File: src/hdl/clt_pkg.sv
// types, codes and keyword tables shared by the command line tokenizer
`timescale 1ns / 1ps
package clt_pkg;

    localparam int POS_WIDTH_DEF = 16;
    localparam int OUT_POS_W     = 16;

    localparam logic [7:0] CHAR_NUL    = 8'h00;
    localparam logic [7:0] CHAR_TAB    = 8'h09;
    localparam logic [7:0] CHAR_LF     = 8'h0a;
    localparam logic [7:0] CHAR_CR     = 8'h0d;
    localparam logic [7:0] CHAR_SPACE  = 8'h20;
    localparam logic [7:0] CHAR_QUOTE  = 8'h22;
    localparam logic [7:0] CHAR_DOT    = 8'h2e;
    localparam logic [7:0] CHAR_BSLASH = 8'h5c;

    typedef enum logic [2:0] {
        MODE_IDLE,
        MODE_KEYWORD,
        MODE_NUMBER,
        MODE_STRING,
        MODE_ESCAPE
    } t_mode;

    typedef enum logic [1:0] {
        KW_GET,
        KW_SET,
        KW_TRUE,
        KW_FALSE
    } t_kw;

    typedef enum logic [3:0] {
        TK_EOF,
        TK_GET,
        TK_SET,
        TK_TRUE,
        TK_FALSE,
        TK_INT,
        TK_FLOAT,
        TK_STRING,
        TK_ERROR
    } t_kind;

    typedef enum logic [1:0] {
        ERR_NONE,
        ERR_KEYWORD,
        ERR_UNTERM,
        ERR_UNEXP
    } t_err;

    typedef struct packed {
        t_kind                 kind;
        t_err                  err;
        logic [OUT_POS_W-1:0]  offset;
        logic [OUT_POS_W-1:0]  length;
        logic                  last;
    } t_token;

    typedef struct packed {
        t_token      tok0;
        t_token      tok1;
        logic [1:0]  count;
    } t_scan_out;

    function automatic logic is_letter(input logic [7:0] c);
        return (c >= 8'h61 && c <= 8'h7a) || (c >= 8'h41 && c <= 8'h5a) || c == 8'h5f;
    endfunction

    function automatic logic is_numeral(input logic [7:0] c);
        return c >= 8'h30 && c <= 8'h39;
    endfunction

    function automatic logic [2:0] kw_len(input t_kw t);
        logic [2:0] r;
        case (t)
            KW_GET:   r = 3'd2;
            KW_SET:   r = 3'd2;
            KW_TRUE:  r = 3'd3;
            default:  r = 3'd4;
        endcase
        return r;
    endfunction

    // letters after the first one of each keyword
    function automatic logic [7:0] kw_char(input t_kw t, input logic [1:0] k);
        logic [7:0] r;
        r = 8'h00;
        case (t)
            KW_GET, KW_SET: begin
                case (k)
                    2'd0:    r = 8'h45;
                    2'd1:    r = 8'h54;
                    default: r = 8'h00;
                endcase
            end
            KW_TRUE: begin
                case (k)
                    2'd0:    r = 8'h72;
                    2'd1:    r = 8'h75;
                    2'd2:    r = 8'h65;
                    default: r = 8'h00;
                endcase
            end
            default: begin
                case (k)
                    2'd0:    r = 8'h61;
                    2'd1:    r = 8'h6c;
                    2'd2:    r = 8'h73;
                    default: r = 8'h65;
                endcase
            end
        endcase
        return r;
    endfunction

    function automatic t_kind kw_kind(input t_kw t);
        t_kind r;
        case (t)
            KW_GET:   r = TK_GET;
            KW_SET:   r = TK_SET;
            KW_TRUE:  r = TK_TRUE;
            default:  r = TK_FALSE;
        endcase
        return r;
    endfunction

endpackage

File: src/hdl/clt_if.sv
// valid/ready channel interfaces for characters in and tokens out
`timescale 1ns / 1ps
interface clt_in_if;
    logic        valid;
    logic        ready;
    logic [7:0]  char_in;

    modport source (output valid, output char_in, input ready);
    modport sink (input valid, input char_in, output ready);
endinterface

interface clt_out_if;
    logic        valid;
    logic        ready;
    logic [3:0]  token_kind;
    logic [1:0]  error_kind;
    logic [15:0] token_offset;
    logic [15:0] token_length;
    logic        last_of_run;

    modport source (output valid, output token_kind, output error_kind, output token_offset,
                    output token_length, output last_of_run, input ready);
    modport sink (input valid, input token_kind, input error_kind, input token_offset,
                  input token_length, input last_of_run, output ready);
endinterface

File: src/hdl/command_line_tokenizer.sv
// command line tokenizer top level: input register, scanner and result queue
//
// One character word enters per clock while the result queue has room. Each
// character is held in the input register and scanned once the four-word
// result queue has room for two words, which then takes its token words.
// A character yields zero, one or two token words; the output port moves one
// token word per clock while the receiver is ready, so the sustained rate is
// one character per clock while each yields at most one token; one that closes
// a pending token and also ends the line or is an unexpected byte yields two.
// last_of_run marks the final token word caused by one character.
`timescale 1ns / 1ps
module command_line_tokenizer import clt_pkg::*; #(
    parameter int POS_WIDTH = POS_WIDTH_DEF
) (
    input  logic          i_clk,
    input  logic          i_rst_n,
    clt_in_if.sink        i_in,
    clt_out_if.source     o_out
);

    localparam int FIFO_DEPTH = 4;
    localparam int FIFO_AW = $clog2(FIFO_DEPTH);
    localparam int FIFO_CW = FIFO_AW + 1;

    logic                  r_in_valid;
    logic [7:0]            r_char;
    t_token                r_fifo [FIFO_DEPTH];
    logic [FIFO_AW-1:0]    r_head;
    logic [FIFO_AW-1:0]    r_tail;
    logic [FIFO_CW-1:0]    r_count;
    logic [FIFO_CW-1:0]    n_count;

    logic                  w_fire;
    logic                  w_pop;
    logic                  w_accept;
    logic [1:0]            w_push;
    t_scan_out             w_scan;
    t_token                w_head;

    clt_scan #(
        .POS_WIDTH (POS_WIDTH)
    ) u_scan (
        .i_clk   (i_clk),
        .i_rst_n (i_rst_n),
        .i_fire  (w_fire),
        .i_char  (r_char),
        .o_res   (w_scan)
    );

    assign w_fire = r_in_valid && (r_count <= FIFO_CW'(FIFO_DEPTH - 2));
    assign w_accept = i_in.valid && i_in.ready;
    assign w_pop = o_out.valid && o_out.ready;
    assign w_push = w_fire ? w_scan.count : 2'd0;
    assign n_count = r_count + FIFO_CW'(w_push) - FIFO_CW'(w_pop);

    assign i_in.ready = !r_in_valid || w_fire;

    assign w_head = r_fifo[r_head];
    assign o_out.valid = r_count != '0;
    assign o_out.token_kind = w_head.kind;
    assign o_out.error_kind = w_head.err;
    assign o_out.token_offset = w_head.offset;
    assign o_out.token_length = w_head.length;
    assign o_out.last_of_run = w_head.last;

    always_ff @(posedge i_clk) begin
        if (!i_rst_n) begin
            r_in_valid <= 1'b0;
            r_head <= '0;
            r_tail <= '0;
            r_count <= '0;
        end else begin
            if (w_accept) begin
                r_in_valid <= 1'b1;
            end else if (w_fire) begin
                r_in_valid <= 1'b0;
            end
            if (w_pop) begin
                r_head <= r_head + FIFO_AW'(1);
            end
            r_tail <= r_tail + FIFO_AW'(w_push);
            r_count <= n_count;
        end
    end

    always_ff @(posedge i_clk) begin
        if (w_accept) begin
            r_char <= i_in.char_in;
        end
        if (w_push != 2'd0) begin
            r_fifo[r_tail] <= w_scan.tok0;
        end
        if (w_push == 2'd2) begin
            r_fifo[r_tail + FIFO_AW'(1)] <= w_scan.tok1;
        end
    end

    a_count_bound: assert property (@(posedge i_clk) disable iff (!i_rst_n)
        r_count <= FIFO_CW'(FIFO_DEPTH))
        else $error("result queue overflow");

    // the newest queued word always closes the run of its character
    a_tail_last: assert property (@(posedge i_clk) disable iff (!i_rst_n)
        (r_count != '0) |-> r_fifo[r_tail - FIFO_AW'(1)].last)
        else $error("queued run not closed");

    a_eol_emits: assert property (@(posedge i_clk) disable iff (!i_rst_n)
        (w_fire && r_char == CHAR_NUL) |-> (w_scan.count != 2'd0))
        else $error("end of line without eof word");

    a_accept_holds: assert property (@(posedge i_clk) disable iff (!i_rst_n)
        w_accept |=> r_in_valid)
        else $error("accepted word lost from input register");

endmodule

File: src/hdl/clt_scan.sv
// scanner state and per-character token logic
`timescale 1ns / 1ps
module clt_scan import clt_pkg::*; #(
    parameter int POS_WIDTH = POS_WIDTH_DEF
) (
    input  logic       i_clk,
    input  logic       i_rst_n,
    input  logic       i_fire,
    input  logic [7:0] i_char,
    output t_scan_out  o_res
);

    localparam int EXT_W = (POS_WIDTH + 1 > OUT_POS_W + 1) ? POS_WIDTH + 1 : OUT_POS_W + 1;
    localparam logic [POS_WIDTH-1:0] POS_MAX = {POS_WIDTH{1'b1}};

    t_mode                 r_mode, n_mode;
    t_kw                   r_kw_target, n_kw_target;
    logic                  r_kw_match, n_kw_match;
    logic [2:0]            r_kw_pos, n_kw_pos;
    logic                  r_dot, n_dot;
    logic [POS_WIDTH-1:0]  r_begin, n_begin;
    logic [POS_WIDTH-1:0]  r_line_pos, n_line_pos;

    logic                  w_taken;
    logic                  w_pend_valid;
    logic                  w_tail_valid;
    logic                  w_ws;
    logic                  w_kw_start;
    logic                  w_kw_hit;
    logic [POS_WIDTH:0]    w_len;
    logic [POS_WIDTH:0]    w_len_q;
    t_token                w_pend;
    t_token                w_tail;

    function automatic logic [OUT_POS_W-1:0] sat_pos(input logic [POS_WIDTH:0] v);
        logic [EXT_W-1:0] e;
        e = EXT_W'(v);
        return (e > EXT_W'({OUT_POS_W{1'b1}})) ? {OUT_POS_W{1'b1}} : e[OUT_POS_W-1:0];
    endfunction

    assign w_ws = i_char == CHAR_SPACE || i_char == CHAR_TAB || i_char == CHAR_CR
                  || i_char == CHAR_LF;
    assign w_kw_start = i_char == 8'h47 || i_char == 8'h53 || i_char == 8'h74
                        || i_char == 8'h66;
    assign w_kw_hit = r_kw_match && r_kw_pos == kw_len(r_kw_target);
    assign w_len = {1'b0, r_line_pos} - {1'b0, r_begin};
    assign w_len_q = {1'b0, r_line_pos} + (POS_WIDTH + 1)'(1) - {1'b0, r_begin};

    always_comb begin
        w_taken = 1'b0;
        w_pend_valid = 1'b0;
        case (r_mode)
            MODE_KEYWORD: begin
                w_taken = is_letter(i_char);
                w_pend_valid = !is_letter(i_char);
            end
            MODE_NUMBER: begin
                w_taken = is_numeral(i_char) || i_char == CHAR_DOT;
                w_pend_valid = !(is_numeral(i_char) || i_char == CHAR_DOT);
            end
            MODE_STRING: begin
                w_taken = i_char != CHAR_NUL;
                w_pend_valid = i_char == CHAR_NUL || i_char == CHAR_QUOTE;
            end
            MODE_ESCAPE: begin
                w_taken = i_char != CHAR_NUL;
                w_pend_valid = i_char == CHAR_NUL;
            end
            default: begin
                w_taken = 1'b0;
                w_pend_valid = 1'b0;
            end
        endcase
    end

    assign w_tail_valid = !w_taken && (i_char == CHAR_NUL
                          || !(w_ws || i_char == CHAR_QUOTE || w_kw_start || is_numeral(i_char)));

    // next state
    always_comb begin
        n_mode = r_mode;
        n_kw_target = r_kw_target;
        n_kw_match = r_kw_match;
        n_kw_pos = r_kw_pos;
        n_dot = r_dot;
        n_begin = r_begin;
        n_line_pos = (r_line_pos < POS_MAX) ? r_line_pos + POS_WIDTH'(1) : POS_MAX;
        case (r_mode)
            MODE_KEYWORD: begin
                if (is_letter(i_char)) begin
                    if (!(r_kw_pos < kw_len(r_kw_target)
                          && i_char == kw_char(r_kw_target, r_kw_pos[1:0]))) begin
                        n_kw_match = 1'b0;
                    end
                    if (r_kw_pos < 3'd7) begin
                        n_kw_pos = r_kw_pos + 3'd1;
                    end
                end else begin
                    n_mode = MODE_IDLE;
                end
            end
            MODE_NUMBER: begin
                if (i_char == CHAR_DOT) begin
                    n_dot = 1'b1;
                end else if (!is_numeral(i_char)) begin
                    n_mode = MODE_IDLE;
                end
            end
            MODE_STRING, MODE_ESCAPE: begin
                if (i_char == CHAR_NUL) begin
                    n_mode = MODE_IDLE;
                end else if (i_char == CHAR_QUOTE && r_mode == MODE_STRING) begin
                    n_mode = MODE_IDLE;
                end else begin
                    n_mode = (i_char == CHAR_BSLASH) ? MODE_ESCAPE : MODE_STRING;
                end
            end
            default: begin
                n_mode = MODE_IDLE;
            end
        endcase
        if (!w_taken) begin
            if (i_char == CHAR_NUL) begin
                n_mode = MODE_IDLE;
                n_kw_target = KW_GET;
                n_kw_match = 1'b0;
                n_kw_pos = 3'd0;
                n_dot = 1'b0;
                n_begin = '0;
                n_line_pos = '0;
            end else if (i_char == CHAR_QUOTE) begin
                n_mode = MODE_STRING;
                n_begin = r_line_pos;
            end else if (w_kw_start) begin
                n_mode = MODE_KEYWORD;
                n_kw_target = (i_char == 8'h47) ? KW_GET :
                              (i_char == 8'h53) ? KW_SET :
                              (i_char == 8'h74) ? KW_TRUE : KW_FALSE;
                n_kw_match = 1'b1;
                n_kw_pos = 3'd0;
                n_begin = r_line_pos;
            end else if (is_numeral(i_char)) begin
                n_mode = MODE_NUMBER;
                n_dot = 1'b0;
                n_begin = r_line_pos;
            end
        end
    end

    // result words
    always_comb begin
        w_pend.kind = TK_ERROR;
        w_pend.err = ERR_NONE;
        w_pend.offset = sat_pos({1'b0, r_begin});
        w_pend.length = sat_pos(w_len);
        w_pend.last = 1'b0;
        case (r_mode)
            MODE_KEYWORD: begin
                w_pend.kind = w_kw_hit ? kw_kind(r_kw_target) : TK_ERROR;
                w_pend.err = w_kw_hit ? ERR_NONE : ERR_KEYWORD;
            end
            MODE_NUMBER: begin
                w_pend.kind = r_dot ? TK_FLOAT : TK_INT;
            end
            MODE_STRING, MODE_ESCAPE: begin
                if (i_char == CHAR_NUL) begin
                    w_pend.kind = TK_ERROR;
                    w_pend.err = ERR_UNTERM;
                end else begin
                    w_pend.kind = TK_STRING;
                    w_pend.length = sat_pos(w_len_q);
                end
            end
            default: begin
                w_pend.kind = TK_ERROR;
            end
        endcase

        w_tail.kind = (i_char == CHAR_NUL) ? TK_EOF : TK_ERROR;
        w_tail.err = (i_char == CHAR_NUL) ? ERR_NONE : ERR_UNEXP;
        w_tail.offset = sat_pos({1'b0, r_line_pos});
        w_tail.length = (i_char == CHAR_NUL) ? '0 : OUT_POS_W'(1);
        w_tail.last = 1'b1;

        if (w_pend_valid) begin
            o_res.tok0 = w_pend;
            o_res.tok0.last = !w_tail_valid;
            o_res.tok1 = w_tail;
            o_res.count = w_tail_valid ? 2'd2 : 2'd1;
        end else begin
            o_res.tok0 = w_tail;
            o_res.tok1 = w_tail;
            o_res.count = w_tail_valid ? 2'd1 : 2'd0;
        end
    end

    always_ff @(posedge i_clk) begin
        if (!i_rst_n) begin
            r_mode <= MODE_IDLE;
            r_kw_target <= KW_GET;
            r_kw_match <= 1'b0;
            r_kw_pos <= 3'd0;
            r_dot <= 1'b0;
            r_begin <= '0;
            r_line_pos <= '0;
        end else if (i_fire) begin
            r_mode <= n_mode;
            r_kw_target <= n_kw_target;
            r_kw_match <= n_kw_match;
            r_kw_pos <= n_kw_pos;
            r_dot <= n_dot;
            r_begin <= n_begin;
            r_line_pos <= n_line_pos;
        end
    end

    // token start never lies past the current position
    a_begin_le_pos: assert property (@(posedge i_clk) disable iff (!i_rst_n)
        r_begin <= r_line_pos)
        else $error("token start beyond line position");

    // end of line always returns the scanner to its start state
    a_eol_reset: assert property (@(posedge i_clk) disable iff (!i_rst_n)
        (i_fire && i_char == CHAR_NUL) |=> (r_mode == MODE_IDLE && r_line_pos == '0))
        else $error("end of line did not reset scanner");

endmodule

File: src/flat_wrapper.sv
// flat-port wrapper written by rule: the top's interface ports become plain ports
module command_line_tokenizer_flat import clt_pkg::*;
#(
    parameter int POS_WIDTH = POS_WIDTH_DEF
)
  (i_clk, i_rst_n, i_in_valid, i_in_char_in, i_in_ready, o_out_valid, o_out_token_kind, o_out_error_kind, o_out_token_offset, o_out_token_length, o_out_last_of_run, o_out_ready);
  clt_in_if i_in_i ();
  clt_out_if o_out_i ();
  input  logic i_clk;
  input  logic i_rst_n;
  input wire logic [$bits(i_in_i.valid)-1:0] i_in_valid;
  input wire logic [$bits(i_in_i.char_in)-1:0] i_in_char_in;
  output wire logic [$bits(i_in_i.ready)-1:0] i_in_ready;
  output wire logic [$bits(o_out_i.valid)-1:0] o_out_valid;
  output wire logic [$bits(o_out_i.token_kind)-1:0] o_out_token_kind;
  output wire logic [$bits(o_out_i.error_kind)-1:0] o_out_error_kind;
  output wire logic [$bits(o_out_i.token_offset)-1:0] o_out_token_offset;
  output wire logic [$bits(o_out_i.token_length)-1:0] o_out_token_length;
  output wire logic [$bits(o_out_i.last_of_run)-1:0] o_out_last_of_run;
  input wire logic [$bits(o_out_i.ready)-1:0] o_out_ready;
  assign i_in_i.valid = i_in_valid;
  assign i_in_i.char_in = i_in_char_in;
  assign i_in_ready = i_in_i.ready;
  assign o_out_valid = o_out_i.valid;
  assign o_out_token_kind = o_out_i.token_kind;
  assign o_out_error_kind = o_out_i.error_kind;
  assign o_out_token_offset = o_out_i.token_offset;
  assign o_out_token_length = o_out_i.token_length;
  assign o_out_last_of_run = o_out_i.last_of_run;
  assign o_out_i.ready = o_out_ready;
  command_line_tokenizer #(.POS_WIDTH(POS_WIDTH)) u_core (.i_clk(i_clk), .i_rst_n(i_rst_n), .i_in(i_in_i), .o_out(o_out_i));
endmodule
File: config.mk
export PLATFORM = sky130hd
export DESIGN_NAME = command_line_tokenizer_flat
export DESIGN_NICKNAME = d
export VERILOG_FILES = /design/src/hdl/clt_pkg.sv /design/src/hdl/clt_if.sv /design/src/hdl/command_line_tokenizer.sv /design/src/hdl/clt_scan.sv /design/src/flat_wrapper.sv
export SDC_FILE = /design/constraint.sdc
export NUM_CORES = 1
export LEC_CHECK = 0
export ABC_CLOCK_PERIOD_IN_PS = 6550
export BUFFER_PORTS_ARGS = -buffer_cell sky130_fd_sc_hd__buf_2
export CAP_MARGIN = 30
export CORE_AREA = 3 3 164 245
export CTS_CLUSTER_SIZE = 16
export DETAILED_ROUTE_END_ITERATION = 16
export DIE_AREA = 0 0 167 248
export GPL_TIMING_DRIVEN = 0
export PLACE_DENSITY = 0.53
export RECOVER_POWER = 100
export SLEW_MARGIN = 20
export SYNTH_ARGS = -nofsm -noshare
export SYNTH_HDL_FRONTEND = slang
export SYNTH_SLANG_ARGS = --single-unit
export TNS_END_PERCENT = 20
File: constraint.sdc
create_clock -name i_clk -period 6.55 [get_ports i_clk]
set_input_delay 1.31 -clock i_clk [delete_from_list [all_inputs] [get_ports i_clk]]
set_output_delay 1.31 -clock i_clk [all_outputs]
set_load 0.1 [all_outputs]
==> reports/summary.txt <==
RSZ-0062 raised after global routing - no
Final WL - 38300 um
Period utilization - 83.8%
Hold buffers post-CTS - 0
Warnings, synthesis - 0
Static leakage - 4.64 nW
First-pass GRT wire length - 58700 um
WL/cell - 20.7 um
Initial Util - 31.6%
CTS Sinks - 216
Worst Skew - 24.4 ps
Crit path DAT - 5750 ps
CP Max Fanout - 10
Slew of the pin with the lowest slew margin - 1200 ps
Std cell rows - 88
Final setup viols - 0
Startpoint Class - flop
Layout cells sized above 1 - 10.5%
CTS tree - yes
Distinct cells, synth - 77
Minimum clock period - 5490 ps
Clk root buf - clkbuf_16
RePlAce Congestion - 0.936
Post-DRT Antenna Nets - 0
Port bufs - 51
Relative slew slack - 20.3%
Remaining DRCs - 0
Vias in the first global route - 9853
Setup Buffers After CTS - 0
Nets - 1414
Hold Path Class - flop to flop
Post-DP HPWL - 28800 um
Core Region - 38400 um^2
Area growth from synthesis to layout - 13.8%
Largest net degree at the start of global routing - 16
Synthesized Nets - 1329
Setup TNS - 0 ps
Clk slew on worst S/H paths - 70 ps
H-tree depth - 1
1st-pass router iterations - 5
Number of gates resized after CTS - 0
Critical path type - flop to flop
I/O pin cnt - 53
Total power - 0.00419 W
PwrDens - 303 nW/um^2
Sequential fraction of the synthesis area - 42.8%
CP Data Required Time - 6810 ps
Hold Slack - 453 ps
Total of max-cap violations - 0
Setup WS post-layout - 1060 ps
Commonest cells after routing, fill and taps aside - nand2_1, o21ai_0, dfxtp_1
Synthesized cell area - 12200 um^2
Placed cell areas - 13100 um^2
Final hold viol count - 0
Setup crit end kind - flop
Via count - 9929
Design area - 13800 um^2
Die H - 248 um
Horiz. Die Dim - 167 um
Peak VDD IR - 0.356 mV
FF-to-FF setup slack - 1060 ps
Initial DRC Count - 738
Avg Cell Area, Syn - 9.68 um^2
Post-synthesis register bit count - 216
Die ar. - 41400 um^2
Number of vias per cell - 5.36
TritonCTS buffer count - 24
Commonest non-fill, non-tap cell in the layout - nand2_1
FILL cells - 3868
Remaining global-route overflow - 0
Initial antenna violation count - 0
Outcome - finished clean
Syn Inst Count - 1255
Worst skew pair latency - 550 ps
Worst slack at placement - 1550 ps
GR Util All Layers - 18.2%
N_diodes - 0
Post-synth ARST share - 0%
Ys flop type - dfxtp_1
Max Buffers Root-to-Sink - 3
Peak Freq - 182 MHz
Final Max Tran Viols - 0
Post-synth EDFFs - 88
[sequential cells by signal, summed over array words and instances (netlist names), named ones only]
register and flops:
u_core.r_fifo 156, u_core.u_scan.r_begin 16, u_core.u_scan.r_line_pos 16, u_core.r_char 8
u_core.r_count 3, u_core.u_scan.r_kw_pos 3, u_core.u_scan.r_mode 3, u_core.r_head 2
u_core.r_tail 2, u_core.u_scan.r_kw_target 2, u_core.r_in_valid 1, u_core.u_scan.r_dot 1
u_core.u_scan.r_kw_match 1
[synth_stat cells, types with 7 or more instances]
| cell | number | area [um^2] |
|---|---|---|
| a21boi_0 | 11 | 82.6 |
| a21boi_1 | 10 | 75.1 |
| a21o_1 | 7 | 52.6 |
| a21oi_1 | 50 | 250 |
| a22o_1 | 22 | 193 |
| a31oi_1 | 15 | 93.8 |
| a32o_1 | 11 | 110 |
| and2_1 | 24 | 150 |
| and3_1 | 13 | 81.3 |
| buf_1 | 9 | 33.8 |
| buf_2 | 10 | 50.1 |
| clkbuf_1 | 52 | 195 |
| dfxtp_1 | 128 | 2560 |
| edfxtp_1 | 88 | 2640 |
| fa_1 | 9 | 180 |
| ha_1 | 53 | 663 |
| inv_1 | 50 | 188 |
| mux4_2 | 39 | 878 |
| nand2_1 | 187 | 702 |
| nand2b_1 | 11 | 68.8 |
| nand3_1 | 33 | 165 |
| nand4_1 | 8 | 50.1 |
| nor2_1 | 43 | 161 |
| nor2b_1 | 19 | 119 |
| nor3_1 | 15 | 75.1 |
| nor3b_1 | 7 | 52.6 |
| o21ai_0 | 144 | 721 |
| o221a_2 | 8 | 90.1 |
| o22ai_1 | 12 | 75.1 |
| o31ai_1 | 10 | 75.1 |
| or3_1 | 7 | 43.8 |
| xnor2_1 | 20 | 175 |
| xor2_1 | 24 | 210 |
[path summary, 6_finish.rpt]
kind / from / end / cells after the start
max reg2reg: u_core.r_char[0] / u_core.r_fifo[1][23] / 16
min reg2reg: u_core.r_fifo[2][12] / u_core.r_fifo[2][12] / 2
max: u_core.r_char[0] / u_core.r_fifo[1][23] / 16
min: u_core.r_fifo[2][12] / u_core.r_fifo[2][12] / 2
[area by class of cell]
cell class / count / area (um^2) / share of cell area (%)
plain buffers: 82 / 354 / 2.56
inverters: 50 / 188 / 1.36
well taps: 495 / 619 / 4.48
clock inverters: 11 / 101 / 0.733
multi-input cells: 907 / 6350 / 45.9
flip-flops and latches: 216 / 5200 / 37.6
clock buffers: 33 / 706 / 5.10
repair buffers: 59 / 304 / 2.20
[where the power goes]
part	internal (W)	switching, W
Combinational	0.000306	0.000968
Clock	0.000797	0.000579
Sequential	0.00149	0.0000497
Total	0.00259	0.00160
[through the flow]
stage               util (%)  instances
global route            36.0       1853
CTS                     36.2       1852
floorplan                  -       1255
detailed placement      34.1       1808
global placement        33.9       1801
finish                  36.0       1853
[routing by layer]
metal  track usage (%)  share of wire (%)  wire, um  vias up
met4              8.74                4.7      1800        0
met3              2.01                4.7      1820       79
met2              33.6                 52     20000      325
met5                 0                  0         0        -
met1              20.9                 38     14600     4779
li1                  -                  -         -     4746
[cells by family after synthesis]
group,after synthesis,share of synthesized area [%]
AO/OA/AOI/OAI,358,19.0
XOR/XNOR,44,3.17
adder cells (fa/ha/maj),62,6.94
buffers and inverters,132,4.71
flip-flops,216,42.8
multiplexers,43,7.57
AND/OR/NAND/NOR,400,15.8
[critical path, stage by stage, from the launching register on]
cell and delay (ps):
edfxtp_1 350, clkbuf_1 240, or4_1 620, o21ai_0 170, a31oi_1 70, and2_2 200, clkbuf_1 230, nor3_1 650
and3_1 290, ha_1 320, o21ai_1 460, or2_2 210, clkbuf_1 500, o21ai_2 300, clkbuf_1 340, nand2_1 150
o21ai_0 90
Note: power is estimated with default switching activity, not from simulation.
